File: src/qrs_sqrt_stage.sv
// One stage of the pipelined restoring square root (one result bit per stage).
// Depends on qrs_pkg only by convention; no package items used here.
module qrs_sqrt_stage #(
  parameter int unsigned RAD_W = 68,
  parameter int unsigned ROOT_W = 34,
  parameter int unsigned BIT_POS = 0
) (
  input  logic [RAD_W-1:0]  rem_in,
  input  logic [ROOT_W-1:0] root_in,
  output logic [RAD_W-1:0]  rem_out,
  output logic [ROOT_W-1:0] root_out
);
  logic [RAD_W-1:0] trial;
  logic [RAD_W:0]   diff;

  // trial = (2*root + 2^bit) << bit, where root holds the bits already decided
  always_comb begin
    trial = (RAD_W'(root_in) << (BIT_POS + 1)) | (RAD_W'(1) << (2 * BIT_POS));
    diff  = {1'b0, rem_in} - {1'b0, trial};
    if (!diff[RAD_W]) begin
      rem_out  = diff[RAD_W-1:0];
      root_out = root_in | (ROOT_W'(1) << BIT_POS);
    end else begin
      rem_out  = rem_in;
      root_out = root_in;
    end
  end
endmodule

File: config.mk
export PLATFORM = sky130hd
export DESIGN_NAME = qrs_sqrt_stage
export DESIGN_NICKNAME = d
export VERILOG_FILES = /design/src/qrs_sqrt_stage.sv
export SDC_FILE = /design/constraint.sdc
export NUM_CORES = 1
export LEC_CHECK = 0
export ABC_CLOCK_PERIOD_IN_PS = 8600
export BUFFER_PORTS_ARGS = -buffer_cell sky130_fd_sc_hd__buf_4
export CAP_MARGIN = 15
export CELL_PAD_IN_SITES_DETAIL_PLACEMENT = 2
export CELL_PAD_IN_SITES_GLOBAL_PLACEMENT = 2
export CORE_UTILIZATION = 24
export DETAILED_ROUTE_END_ITERATION = 8
export GPL_TIMING_DRIVEN = 0
export PLACE_DENSITY = 0.95
export SYNTH_ARGS = -nofsm -noshare
export SYNTH_HDL_FRONTEND = slang
export SYNTH_SLANG_ARGS = --single-unit
File: constraint.sdc
create_clock -name vclk -period 8.6
set_clock_uncertainty 0.15 [all_clocks]
set_input_delay 0.43 -clock vclk [all_inputs]
set_output_delay 0.43 -clock vclk [all_outputs]
set_load 0.01 [all_outputs]
### Yosys cells after proc, flatten, opt, wreduce, memory -nomap -nowiden

Cells that the tools add are included.

* output and inout bits: 102
* latch bits: 0
* input bits: 102
* bits in writable memories: 0
* bits in read-only memories: 0
* logic and storage cells: 3
* memories kept: 0
* register bits after elaboration: 0

* add/sub/neg operators: 1
* shift operators: 0
* multiply operators: 0
* muxes and demuxes: 2
* div/mod/pow operators: 0
* $lt $le $gt $ge: 0
* bitwise gates (word level): 0
* equality and inequality tests: 0
* reductions and logical operators: 0

Operators by type and width (count)
* subtractor 68 x 35 -> 69 bit: 1
* 2-to-1 mux 68 bit: 1
* 2-to-1 mux 1 bit: 1

### Longest topological paths before layout

* word-level depth: 2
* depth in mapped cells: 13
* gate-level depth less buffers: 11

### Least setup slack after synthesis

Ideal clock, no wire load.

* path kind: input -> output
* from: in root_in[6]
* to: out rem_out[61]
* data arrival time: 3.019 ns
* required time: 8.020 ns
* buffers on the path: 1
* path slack: 5.001 ns
* cell stages on the path: 12
* cells stage by stage: inv_1 -> ha_1 -> clkbuf_1 -> o21a_1 -> o211ai_1 -> a31oi_1 -> nand4_1 -> a31oi_1 -> a41oi_2 -> or4b_4 -> nor4_4 -> xor2_1

* cells in the longest elaborated chain, start to end: 2

RTL lines
* start, declared: RTL line 9 `input logic [ROOT_W-1:0] root_in,`
* subtractor 68 x 35 -> 69 bit: RTL line 19 `diff = {1'b0, rem_in} - {1'b0, trial};`
* 2-to-1 mux 68 bit: RTL line 20 `if (!diff[RAD_W]) begin`
* end, declared: RTL line 10 `output logic [RAD_W-1:0] rem_out,`

No other way between the ends.

### Final worst setup path

* from: in rem_in[7]
* to: out rem_out[55]

* cells in the longest elaborated chain, start to end: 2

RTL lines
* start, declared: RTL line 8 `input logic [RAD_W-1:0] rem_in,`
* subtractor 68 x 35 -> 69 bit: RTL line 19
* 2-to-1 mux 68 bit: RTL line 20

No other way between the ends.

==> impl_metrics.toml <==
[global_routing]
grt_pass1_wl_mm = 27.20
antenna_found_initial = 0
grt_overflow = 0
track_usage_pct = 22.66
grt_max_degree = 11
grt_pass1_vias = 5442

[cells_and_area]
stdcell_count = 941
seqCellArea_um2 = 0
seq_cell_count = 0
clkbuf_count = 0
drive_above_1_share_pct = 34.03
utilization_pct = 37.49
num-nets-final = 900
syn_to_final_growth_pct = 50.09
antenna_cells = 0

[die]
dieArea_um2 = 15100
initial_core_util_pct = 24.98
coreArea_um2 = 14040
die_y_um = 122.9
pin_count = 204
die_w_um = 122.9
num_rows = 43

[clocking]
cts_setup_buffers = 0
cts_resized = 0
hold_buffers = 0

[timing]
post-route-period-util_pct = 54.59
relSlewSlack_pct = 50.00
max_freq_mhz = 213.0
hold_violations = 0
rsz0062_at_grt = "false"
final.setup.tns_ns = 0
fin_ws_ns = 3.905
finalCriticalPeriod_ns = 4.695
finalSetupViolCount = 0
worst_pin_slew_ns = 0.7311
drv_slew = 0

[worst_setup_path]
arrival_ns = 4.11
startpoint_type = "input pin"
critical_path.cell_chain = "buf_4, ha_1, clkbuf_1, o21a_1, o211ai_1, a31oi_1, nand4_1, a31oi_1, a41oi_2, buf_4, nor3_2, nand4_1, xnor2_1, buf_4"
worstSetupEndpointType = "output port"
crit_required_ns = 8.02
crit_end = "rem_out[55]"
crit_type = "in2out"
slowest_stage = "nor3_2"
critical_path.startpoint = "rem_in[7]"
path_max_fanout = 10
critPathMostFrequentCell = "buf_4"
slowest_delay_ns = 0.63

[placement]
post-place-ws_ns = 3.957
dp_cells = 941
place_congestion = 0.8744
dp_hpwl_mm = 15.56
numPortBuffers = 204

[yosys]
synth_area_leader_cell = "ha_1"
synth_top_area_share_pct = 12.13
yosysSeqAreaShare_pct = 0
synth_area_um2 = 3507
postSynthCellCount = 557
syn_area_per_cell_um2 = 6.296
ys_warn_count = 0
synthTopCellsByArea = "ha_1 12%, a21oi_1 9.7%, xor2_1 9.2%, buf_4 7.5%, xnor2_1 7.2%"
syn_nets = 694
yosys.cell_types.count = 56

[status]
status = "completed"

[routing]
wl_per_cell_um = 18.72
drt_first_pass_iters = 4
first_iter_violations = 146
vias_per_cell = 5.181
via_count = 4875
drtAntennaViolNets = 0
drc = 0
routed_wl_mm = 17.62

[power_and_ir_drop]
power.density_nw_per_um2 = 75.08
max-vdd-ir-drop_mv = 0.03397
p_total_mw = 0.3952
cellLeakagePower_nw = 2.556

[hold_path]
hold_path.class = "in2out"

[run]
maxCapViolCount = 0
==> placed cells by master, fill, tap and decap left out, types with 11 or more instances in the layout <==
cell type and n:
buf_4 239, a21oi_1 68, nor2_1 65, nand2_1 47, inv_1 43, xor2_1 37, o21ai_0 36, ha_1 34
xnor2_1 29, nor3_1 15, a21o_1 11
==> how the worst min path moves through the flow <==
| stage | endpoint | start | cells past startpoint | slack [ns] |
|---|---|---|---|---|
| final | root_out[10] | root_in[10] | 3 | 0.98 |
| after global placement | root_out[21] | root_in[21] | 3 | 0.98 |
| after CTS | root_out[27] | root_in[27] | 3 | 0.99 |
| after floorplan | rem_out[38] | rem_in[38] | 1 | 0.79 |
| after global routing | root_out[14] | root_in[14] | 3 | 0.99 |
| after detailed placement | root_out[27] | root_in[27] | 3 | 0.98 |
==> stage by stage <==
stage / instance area (um^2) / hold slack [ns]
floorplan: 3507 / 0.7901
global placement: 5264 / 0.9820
detailed placement: 5264 / 0.9849
CTS: 5264 / 0.9853
global route: 5264 / 0.9942
finish: 5264 / 0.9829
==> power by group <==
group	internal (mW)	switching, mW	total (mW)	leakage, nW
Clock	0	0	0	0
Sequential	0	0	0	0
Combinational	0.185	0.210	0.395	2.56
==> logic make-up (layout without fill, tap and decap cells) <==
family	count (synthesis)	in the layout	share of synthesized area [%]
compound gates	155	155	26.29
simple gates	206	206	29.83
xor+xnor	66	66	16.48
fa+ha+maj	35	35	12.70
buf+inv	95	299	14.70
==> routing by layer <==
layer | GRT usage, % | up-vias | routed length, um
li1 | - | 2333 | -
met1 | 25.48 | 2358 | 6973
met2 | 44.07 | 152 | 9291
met3 | 2.974 | 32 | 852
met4 | 5.716 | 0 | 499
met5 | 0 | - | 0
==> cell type report <==
type / instances / area, um^2
fill: 1740 / 8778
multi-input combinational: 462 / 2992
timing repair buffer: 204 / 1531
buffer: 52 / 354.1
tap: 180 / 225.2
inverter: 43 / 161.4
==> synthesized netlist by cell type, types with 2 or more instances <==
cell / n
nor3_2: 3
a21o_1: 11
buf_6: 3
xnor2_1: 29
o21a_1: 3
nand4_1: 10
ha_1: 34
and2_1: 6
or2_2: 3
or4_1: 5
nor4_1: 9
buf_2: 4
nor3_1: 15
a21oi_1: 68
o21ai_0: 36
a31oi_1: 10
nand4b_1: 2
xor2_1: 37
nand2b_1: 9
o21bai_1: 3
o31ai_1: 3
o2bb2ai_1: 2
or3_1: 8
o2111ai_1: 2
a21boi_0: 3
clkbuf_1: 10
inv_1: 43
nand3_1: 10
a2111oi_0: 2
nor2b_1: 4
nand2_1: 47
nor2_1: 65
buf_4: 35
==> worst max-delay path, delay by kind of cell <==
family / cells / cell delay [ns]
XOR/XNOR: 1 / 0.22
adder cells (fa/ha/maj): 1 / 0.27
buffers and inverters: 4 / 0.83
AND/OR/NAND/NOR: 3 / 1.11
AO/OA/AOI/OAI: 5 / 1.25
No activity file was read; power rests on OpenSTA's default activity.
